File: config.mk
export PLATFORM = sky130hd
export DESIGN_NAME = hrrn_batch_scheduler
export DESIGN_NICKNAME = d
export VERILOG_FILES = /design/src/hbs_pkg.sv /design/src/hrrn_batch_scheduler.sv /design/src/hbs_ram.sv
export SDC_FILE = /design/constraint.sdc
export NUM_CORES = 2
export LEC_CHECK = 0
export CORE_MARGIN = 1.5
export CORE_UTILIZATION = 30
export DETAILED_ROUTE_END_ITERATION = 8
export DONT_BUFFER_PORTS = 1
export MAX_ROUTING_LAYER = met4
export SETUP_SLACK_MARGIN = 0.3
export SYNTH_ARGS = -nofsm -noshare
export SYNTH_HDL_FRONTEND = slang
export SYNTH_SLANG_ARGS = --single-unit
File: constraint.sdc
create_clock -name i_clk -period 8.97 [get_ports i_clk]
set_clock_uncertainty 0.15 [all_clocks]
set_input_delay 2.2425 -clock i_clk [delete_from_list [all_inputs] [get_ports i_clk]]
set_output_delay 2.2425 -clock i_clk [all_outputs]
set_load 0.02 [all_outputs]
File: src/hbs_pkg.sv
// ----------------------------------------------------------------------------
// hbs_pkg
// Shared types and constants of the HRRN batch scheduler.
// ----------------------------------------------------------------------------
package hbs_pkg;

    localparam int unsigned ARR_W   = 16;
    localparam int unsigned BUR_W   = 16;
    localparam int unsigned OTIME_W = 21;
    localparam int unsigned OIDX_W  = 4;

    typedef logic [2:0] t_state;

    localparam t_state S_IDLE = 3'd0;
    localparam t_state S_ADDR = 3'd1;
    localparam t_state S_MUL1 = 3'd2;
    localparam t_state S_MUL2 = 3'd3;
    localparam t_state S_CMP  = 3'd4;
    localparam t_state S_EMIT = 3'd5;

endpackage

File: src/hrrn_batch_scheduler.sv
// ----------------------------------------------------------------------------
// hrrn_batch_scheduler
// Non-preemptive highest-response-ratio-next batch scheduler.
// ----------------------------------------------------------------------------
// Items are offered on start with arrival, burst and last-job flag; one is
// taken at each clock edge where start is high and busy is low. Items beyond
// MAX_JOBS are dropped, but a last-job flag on a dropped item still launches
// the run. Once the last item is in, busy stays high while the schedule is
// worked out. Every pick scans the n stored jobs through the job RAM's single
// read port: a job that is done, not yet arrived or first found ready passes
// through S_ADDR and S_MUL1; one that is ranked through the shared multiplier
// (two cross products, one compare) also passes through S_MUL2 and S_CMP; then
// S_EMIT issues the pick. An idle gap, including one before the earliest
// arrival, costs one more scan.
// Each pick appears for one cycle on the result ports with o_result_valid;
// the receiver cannot stall. The final pick carries o_last_result; in the same
// cycle the done flags, job count and clock are cleared and busy drops.
// Reset (synchronous, active low) clears control state; the job RAM is not
// cleared and needs no sweep.
// ----------------------------------------------------------------------------
module hrrn_batch_scheduler
    import hbs_pkg::*;
#(
    parameter int unsigned MAX_JOBS = 16
) (
    input  logic               i_clk,
    input  logic               i_rst_n,
    input  logic               start,
    output logic               busy,
    input  logic [ARR_W-1:0]   i_arrival_time,
    input  logic [BUR_W-1:0]   i_burst_time,
    input  logic               i_last_job,
    output logic               o_result_valid,
    output logic [OIDX_W-1:0]  o_job_index,
    output logic [OTIME_W-1:0] o_start_time,
    output logic [OTIME_W-1:0] o_completion_time,
    output logic [OTIME_W-1:0] o_waiting_time,
    output logic [OTIME_W-1:0] o_turnaround_time,
    output logic               o_last_result
);

    localparam int unsigned IW = $clog2(MAX_JOBS);
    localparam int unsigned CW = $clog2(MAX_JOBS + 1);
    localparam int unsigned TW = ARR_W + CW;
    localparam int unsigned NW = TW + 1;
    localparam int unsigned PW = NW + BUR_W;
    localparam int unsigned RW = ARR_W + BUR_W;

    // control
    t_state              r_state, n_state;
    logic [CW-1:0]       r_count, n_count;
    logic [CW-1:0]       r_k, n_k;
    logic [CW-1:0]       r_picks, n_picks;
    logic [TW-1:0]       r_time, n_time;
    logic [MAX_JOBS-1:0] r_done, n_done;
    logic                r_found, n_found;
    logic                r_any, n_any;
    logic                r_valid, n_valid;

    // datapath
    logic [IW-1:0]       r_best, n_best;
    logic [ARR_W-1:0]    r_best_arr, n_best_arr;
    logic [BUR_W-1:0]    r_best_bur, n_best_bur;
    logic [ARR_W-1:0]    r_min, n_min;
    logic [PW-1:0]       r_lhs, n_lhs;
    logic [PW-1:0]       r_rhs, n_rhs;

    logic [OIDX_W-1:0]   r_out_idx;
    logic [OTIME_W-1:0]  r_out_start, r_out_fin, r_out_wait, r_out_tat;
    logic                r_out_last;

    // ram
    logic                ram_we;
    logic [IW-1:0]       ram_addr;
    logic [RW-1:0]       ram_rdata;

    logic [ARR_W-1:0]    arr_k;
    logic [BUR_W-1:0]    bur_k;
    logic [NW-1:0]       num_k, num_best;
    logic [NW-1:0]       mul_a;
    logic [BUR_W-1:0]    mul_b;
    logic [PW-1:0]       product;
    logic                k_last, pick_last, better;
    logic [TW-1:0]       finish;
    logic [IW+OIDX_W-1:0] idx_ext;

    hbs_ram #(
        .WIDTH (RW),
        .DEPTH (MAX_JOBS)
    ) u_job_ram (
        .i_clk   (i_clk),
        .i_we    (ram_we),
        .i_addr  (ram_addr),
        .i_wdata ({i_arrival_time, i_burst_time}),
        .o_rdata (ram_rdata)
    );

    assign busy     = (r_state != S_IDLE);
    assign ram_we   = (r_state == S_IDLE) && start && (r_count < CW'(MAX_JOBS));
    assign ram_addr = (r_state == S_IDLE) ? r_count[IW-1:0] : r_k[IW-1:0];

    assign arr_k = ram_rdata[RW-1:BUR_W];
    assign bur_k = (ram_rdata[BUR_W-1:0] == '0) ? BUR_W'(1) : ram_rdata[BUR_W-1:0];

    assign num_k    = {1'b0, r_time} - NW'(arr_k) + NW'(bur_k);
    assign num_best = {1'b0, r_time} - NW'(r_best_arr) + NW'(r_best_bur);

    // shared multiplier: candidate then incumbent cross product
    assign mul_a   = (r_state == S_MUL1) ? num_k : num_best;
    assign mul_b   = (r_state == S_MUL1) ? r_best_bur : bur_k;
    assign product = PW'(mul_a) * PW'(mul_b);

    assign better    = (r_lhs > r_rhs) || ((r_lhs == r_rhs) && (arr_k < r_best_arr));
    assign k_last    = (r_k == r_count - CW'(1));
    assign pick_last = (r_picks == r_count - CW'(1));
    assign finish    = r_time + TW'(r_best_bur);
    assign idx_ext   = {{OIDX_W{1'b0}}, r_best};

    always_comb begin
        n_state    = r_state;
        n_count    = r_count;
        n_k        = r_k;
        n_picks    = r_picks;
        n_time     = r_time;
        n_done     = r_done;
        n_found    = r_found;
        n_any      = r_any;
        n_valid    = 1'b0;
        n_best     = r_best;
        n_best_arr = r_best_arr;
        n_best_bur = r_best_bur;
        n_min      = r_min;
        n_lhs      = r_lhs;
        n_rhs      = r_rhs;

        unique case (r_state)
            S_IDLE: begin
                if (start) begin
                    if (ram_we) begin
                        n_count = r_count + CW'(1);
                    end
                    if (i_last_job) begin
                        n_k     = '0;
                        n_picks = '0;
                        n_found = 1'b0;
                        n_any   = 1'b0;
                        n_state = S_ADDR;
                    end
                end
            end
            S_ADDR: begin
                n_state = S_MUL1;
            end
            S_MUL1: begin
                n_state = S_ADDR;
                if (!r_done[r_k[IW-1:0]]) begin
                    if (!r_any || arr_k < r_min) begin
                        n_min = arr_k;
                        n_any = 1'b1;
                    end
                    if (TW'(arr_k) <= r_time) begin
                        if (!r_found) begin
                            n_found    = 1'b1;
                            n_best     = r_k[IW-1:0];
                            n_best_arr = arr_k;
                            n_best_bur = bur_k;
                        end else begin
                            n_lhs   = product;
                            n_state = S_MUL2;
                        end
                    end
                end
                if (n_state == S_ADDR) begin
                    if (k_last) begin
                        n_state = S_EMIT;
                    end else begin
                        n_k = r_k + CW'(1);
                    end
                end
            end
            S_MUL2: begin
                n_rhs   = product;
                n_state = S_CMP;
            end
            S_CMP: begin
                if (better) begin
                    n_best     = r_k[IW-1:0];
                    n_best_arr = arr_k;
                    n_best_bur = bur_k;
                end
                if (k_last) begin
                    n_state = S_EMIT;
                end else begin
                    n_k     = r_k + CW'(1);
                    n_state = S_ADDR;
                end
            end
            S_EMIT: begin
                n_k     = '0;
                n_found = 1'b0;
                n_any   = 1'b0;
                n_state = S_ADDR;
                if (r_found) begin
                    n_valid        = 1'b1;
                    n_done[r_best] = 1'b1;
                    n_time         = finish;
                    n_picks        = r_picks + CW'(1);
                    if (pick_last) begin
                        n_done  = '0;
                        n_count = '0;
                        n_time  = '0;
                        n_state = S_IDLE;
                    end
                end else begin
                    // idle gap: jump to earliest pending arrival and rescan
                    n_time = TW'(r_min);
                end
            end
            default: begin
                n_state = S_IDLE;
            end
        endcase
    end

    always_ff @(posedge i_clk) begin
        if (!i_rst_n) begin
            r_state <= S_IDLE;
            r_count <= '0;
            r_k     <= '0;
            r_picks <= '0;
            r_time  <= '0;
            r_done  <= '0;
            r_found <= 1'b0;
            r_any   <= 1'b0;
            r_valid <= 1'b0;
        end else begin
            r_state <= n_state;
            r_count <= n_count;
            r_k     <= n_k;
            r_picks <= n_picks;
            r_time  <= n_time;
            r_done  <= n_done;
            r_found <= n_found;
            r_any   <= n_any;
            r_valid <= n_valid;
        end
    end

    always_ff @(posedge i_clk) begin
        r_best     <= n_best;
        r_best_arr <= n_best_arr;
        r_best_bur <= n_best_bur;
        r_min      <= n_min;
        r_lhs      <= n_lhs;
        r_rhs      <= n_rhs;
        if (n_valid) begin
            r_out_idx   <= idx_ext[OIDX_W-1:0];
            r_out_start <= OTIME_W'({{OTIME_W{1'b0}}, r_time});
            r_out_fin   <= OTIME_W'({{OTIME_W{1'b0}}, finish});
            r_out_wait  <= OTIME_W'({{OTIME_W{1'b0}}, r_time - TW'(r_best_arr)});
            r_out_tat   <= OTIME_W'({{OTIME_W{1'b0}}, finish - TW'(r_best_arr)});
            r_out_last  <= pick_last;
        end
    end

    assign o_result_valid    = r_valid;
    assign o_job_index       = r_out_idx;
    assign o_start_time      = r_out_start;
    assign o_completion_time = r_out_fin;
    assign o_waiting_time    = r_out_wait;
    assign o_turnaround_time = r_out_tat;
    assign o_last_result     = r_out_last;

    // ------------------------------------------------------------------------
    // assertions
    // ------------------------------------------------------------------------
    a_done_clear_idle: assert property (@(posedge i_clk) disable iff (!i_rst_n)
        !busy |-> (r_done == '0))
        else $error("done flags set while idle");

    a_valid_from_emit: assert property (@(posedge i_clk) disable iff (!i_rst_n)
        o_result_valid |-> ($past(r_state) == S_EMIT))
        else $error("result outside pick issue");

    a_last_ends_run: assert property (@(posedge i_clk) disable iff (!i_rst_n)
        (o_result_valid && o_last_result) |-> !busy)
        else $error("still busy after last result");

    a_times_consistent: assert property (@(posedge i_clk) disable iff (!i_rst_n)
        o_result_valid |->
            (OTIME_W'(o_turnaround_time - o_waiting_time)
             == OTIME_W'(o_completion_time - o_start_time)))
        else $error("waiting and turnaround disagree");

endmodule

File: src/hbs_ram.sv
// ----------------------------------------------------------------------------
// hbs_ram
// Generic single-port RAM, one read a cycle plus an optional write to the same address, registered read.
// ----------------------------------------------------------------------------
module hbs_ram #(
    parameter int unsigned WIDTH = 32,
    parameter int unsigned DEPTH = 16
) (
    input  logic                     i_clk,
    input  logic                     i_we,
    input  logic [$clog2(DEPTH)-1:0] i_addr,
    input  logic [WIDTH-1:0]         i_wdata,
    output logic [WIDTH-1:0]         o_rdata
);

    logic [WIDTH-1:0] r_mem [DEPTH];
    logic [WIDTH-1:0] r_rdata;

    always_ff @(posedge i_clk) begin
        if (i_we) begin
            r_mem[i_addr] <= i_wdata;
        end
        r_rdata <= r_mem[i_addr];
    end

    assign o_rdata = r_rdata;

endmodule
==> impl_metrics.env <==
export IMPL_hold_class="flip-flop to flip-flop"
export IMPL_crit_top_cell="fa_1"
export IMPL_place_hpwl_um=92100
export IMPL_cts_buffers=82
export IMPL_viasPerCell=4.91
export IMPL_crit_required_ns=9.24
export IMPL_row_count=148
export IMPL_grt_util_met3_pct=3.13
export IMPL_synth_seq_area_share_pct=48.2
export IMPL_setup_slack_ns=0.159
export IMPL_max_slew_worst_pin_slew_ns=1.11
export IMPL_gr_total_overflow=0
export IMPL_worstPathArrival_ns=9.08
export IMPL_grt_pass1_vias=33642
export IMPL_synth_top_area_share_pct=44.6
export IMPL_start_util_pct=30.2
export IMPL_synth_cell_types=97
export IMPL_netlist_area_sq_um=49100
export IMPL_drc=0
export IMPL_synth_ff_type="edfxtp_1"
export IMPL_synthesis_nets=5089
export IMPL_critical_path_max_fanout=6
export IMPL_hold_viol=0
export IMPL_pre_cts_ws_ns=-0.277
export IMPL_period_needed_ns=8.81
export IMPL_ios=127
export IMPL_cap_violations=0
export IMPL_synth_area_leader_cell="edfxtp_1"
export IMPL_fin_util_pct=35.0
export IMPL_cp_top_family="adder cells"
export IMPL_grt_pass1_wl_um=207000
export IMPL_worst_r2r_setup_slack_ns=0.16
export IMPL_yosysWarningCount=0
export IMPL_critPathBufInv=10
export IMPL_synth_common_cells="784 x nand2_1, 729 x edfxtp_1, 525 x inv_1, 313 x fa_1, 293 x ha_1"
export IMPL_cts_tree="built"
export IMPL_post_route_period_util_pct=98.2
export IMPL_rsz0062_at_grt="yes"
export IMPL_die_y_um=408
export IMPL_endpoint_kind="flip-flop"
export IMPL_die_x_um=408
export IMPL_busiest_layer="met2"
export IMPL_slew_viol_final=0
export IMPL_stdcell_area_sq_um=57100
export IMPL_io_buffers=0
export IMPL_cts_clk_slew_worst_paths_ns=0.07
export IMPL_cts_sinks=819
export IMPL_fmax_mhz=113
export IMPL_cts_max_path_buffers=3
export IMPL_finalSetupViolCount=0
export IMPL_finalWirelength_um=136000
export IMPL_coreArea_sq_um=163000
export IMPL_fin_tns_setup_ns=0
export IMPL_ctsRootBufferMaster="clkbuf_16"
export IMPL_area_growth_pct=16.1
export IMPL_ys_seq_elements=819
export IMPL_yosys_top_cells_area="edfxtp_1 45%, fa_1 13%, ha_1 7.5%"
export IMPL_use_met2_pct=26.3
export IMPL_route_vias_total=33648
export IMPL_clk_latency_ns=0.69
export IMPL_drive_above_1_share_pct=13.7
export IMPL_use_met1_pct=21.9
export IMPL_avgSynthCellArea_sq_um=11.0
export IMPL_fp_dieArea_sq_um=166000
export IMPL_crit_type="flip-flop to flip-flop"
export IMPL_outcome="finished clean"
export IMPL_critPathSlowestCell="fa_1"
export IMPL_gp_congestion=0.914
export IMPL_antenna_found_initial=6
export IMPL_fin_nets=5248
export IMPL_dr_pass1_iters=5
export IMPL_slowest_delay_ns=0.54
export IMPL_post_drt_wl_per_cell_um=19.8
export IMPL_cp_start_kind="flip-flop"
export IMPL_slew_headroom_pct=26.2
export IMPL_htree_num_levels=3
export IMPL_ant_nets=0
export IMPL_syn_inst=4447
export IMPL_track_usage_pct=16.6
export IMPL_synth_most_common_cell="nand2_1"
export IMPL_synth_edf_count=729
export IMPL_postPlaceCellArea_sq_um=53000
export IMPL_first_iter_violations=2715
export IMPL_holdBufCountCts=0
export IMPL_grt_start_max_net_pins=143
export IMPL_async_reset_ff_share_pct=0
==> worst paths after layout <==
path / from / end / cells past startpoint
setup / recovery: r_best_bur[1] / r_rhs[32] / 37
hold / removal: r_done[11] / r_done[11] / 2
setup reg to reg: r_best_bur[1] / r_rhs[32] / 37
hold reg to reg: r_done[11] / r_done[11] / 2
==> registers in the layout (all words and copies together) (netlist names), 21 cells and up <==
name / count
u_job_ram.r_mem: 512
r_rhs: 38
u_job_ram.o_rdata: 32
o_start_time: 21
r_lhs: 38
o_completion_time: 21
o_waiting_time: 21
o_turnaround_time: 21
r_time: 21
==> tightest hold or removal path, delay by kind of cell (launching register included) <==
kind,cells,cell delay (ns)
flops,1,0.31
simple gates,1,0.05
compound gates,1,0.05
==> cells in the final DEF (no fill, tap or decap), drive strengths merged, types with 20 or more instances in the layout <==
master / Yosys / final
nand2: 784 / 784
nand4: 24 / 24
xor2: 44 / 44
ha: 293 / 293
and3: 77 / 77
nor2: 273 / 273
o21a: 20 / 20
dfxtp: 90 / 90
a21o: 104 / 104
edfxtp: 729 / 729
inv: 526 / 532
clkbuf: 136 / 107
o21ai: 67 / 67
buf: 58 / 269
xnor2: 91 / 91
nand3: 161 / 161
nor2b: 20 / 20
a21oi: 154 / 154
and2: 42 / 42
nor3: 66 / 66
nand2b: 29 / 29
fa: 313 / 313
a311oi: 100 / 100
a31oi: 46 / 46
==> area by class of cell <==
cell class,instances,area (sq um)
Antenna cell,2,5.00
Clock buffer,107,2220
Clock inverter,41,569
Fill cell,16032,106000
Inverter,526,1980
Multi-Input combinational cell,2908,23700
Sequential cell,819,23700
Tap cell,2175,2720
Timing Repair Buffer,269,2150
==> logic make-up (layout without fill, tap and decap cells) <==
| kind of cell | count (synthesis) | count (layout) | share of synthesized area, % |
|---|---|---|---|
| and+or+nand+nor | 1514 | 1514 | 13.5 |
| DFF | 819 | 819 | 48.2 |
| buffers and inverters | 720 | 943 | 5.71 |
| AOI/OAI and AO/OA | 634 | 634 | 9.29 |
| adders and majority gates | 606 | 606 | 20.2 |
| xor gates and xnor gates | 135 | 135 | 2.57 |
| muxes | 19 | 19 | 0.497 |
| other | 0 | 2 | 0 |
==> metal layers <==
layer,wire (um),part of all wire (%)
met1,59900,44
met2,63900,47
met3,9090,6.7
met4,2990,2.2
met5,0,0
==> stage by stage <==
step,hold slack [ns],cells
after floorplan,0.253,4447
after global placement,0.297,6655
after detailed placement,0.300,6655
after CTS,0.309,6825
after global routing,0.325,6845
final,0.306,6847
==> repair_timing <==
action	in CTS	in global routing
pin swaps	61	71
resized for setup	86	138
setup endpoints to repair	40	42
setup buffers	22	20
Power is not shown: default switching activity piles up to over one toggle a cycle in this logic, so the estimate is an artifact.
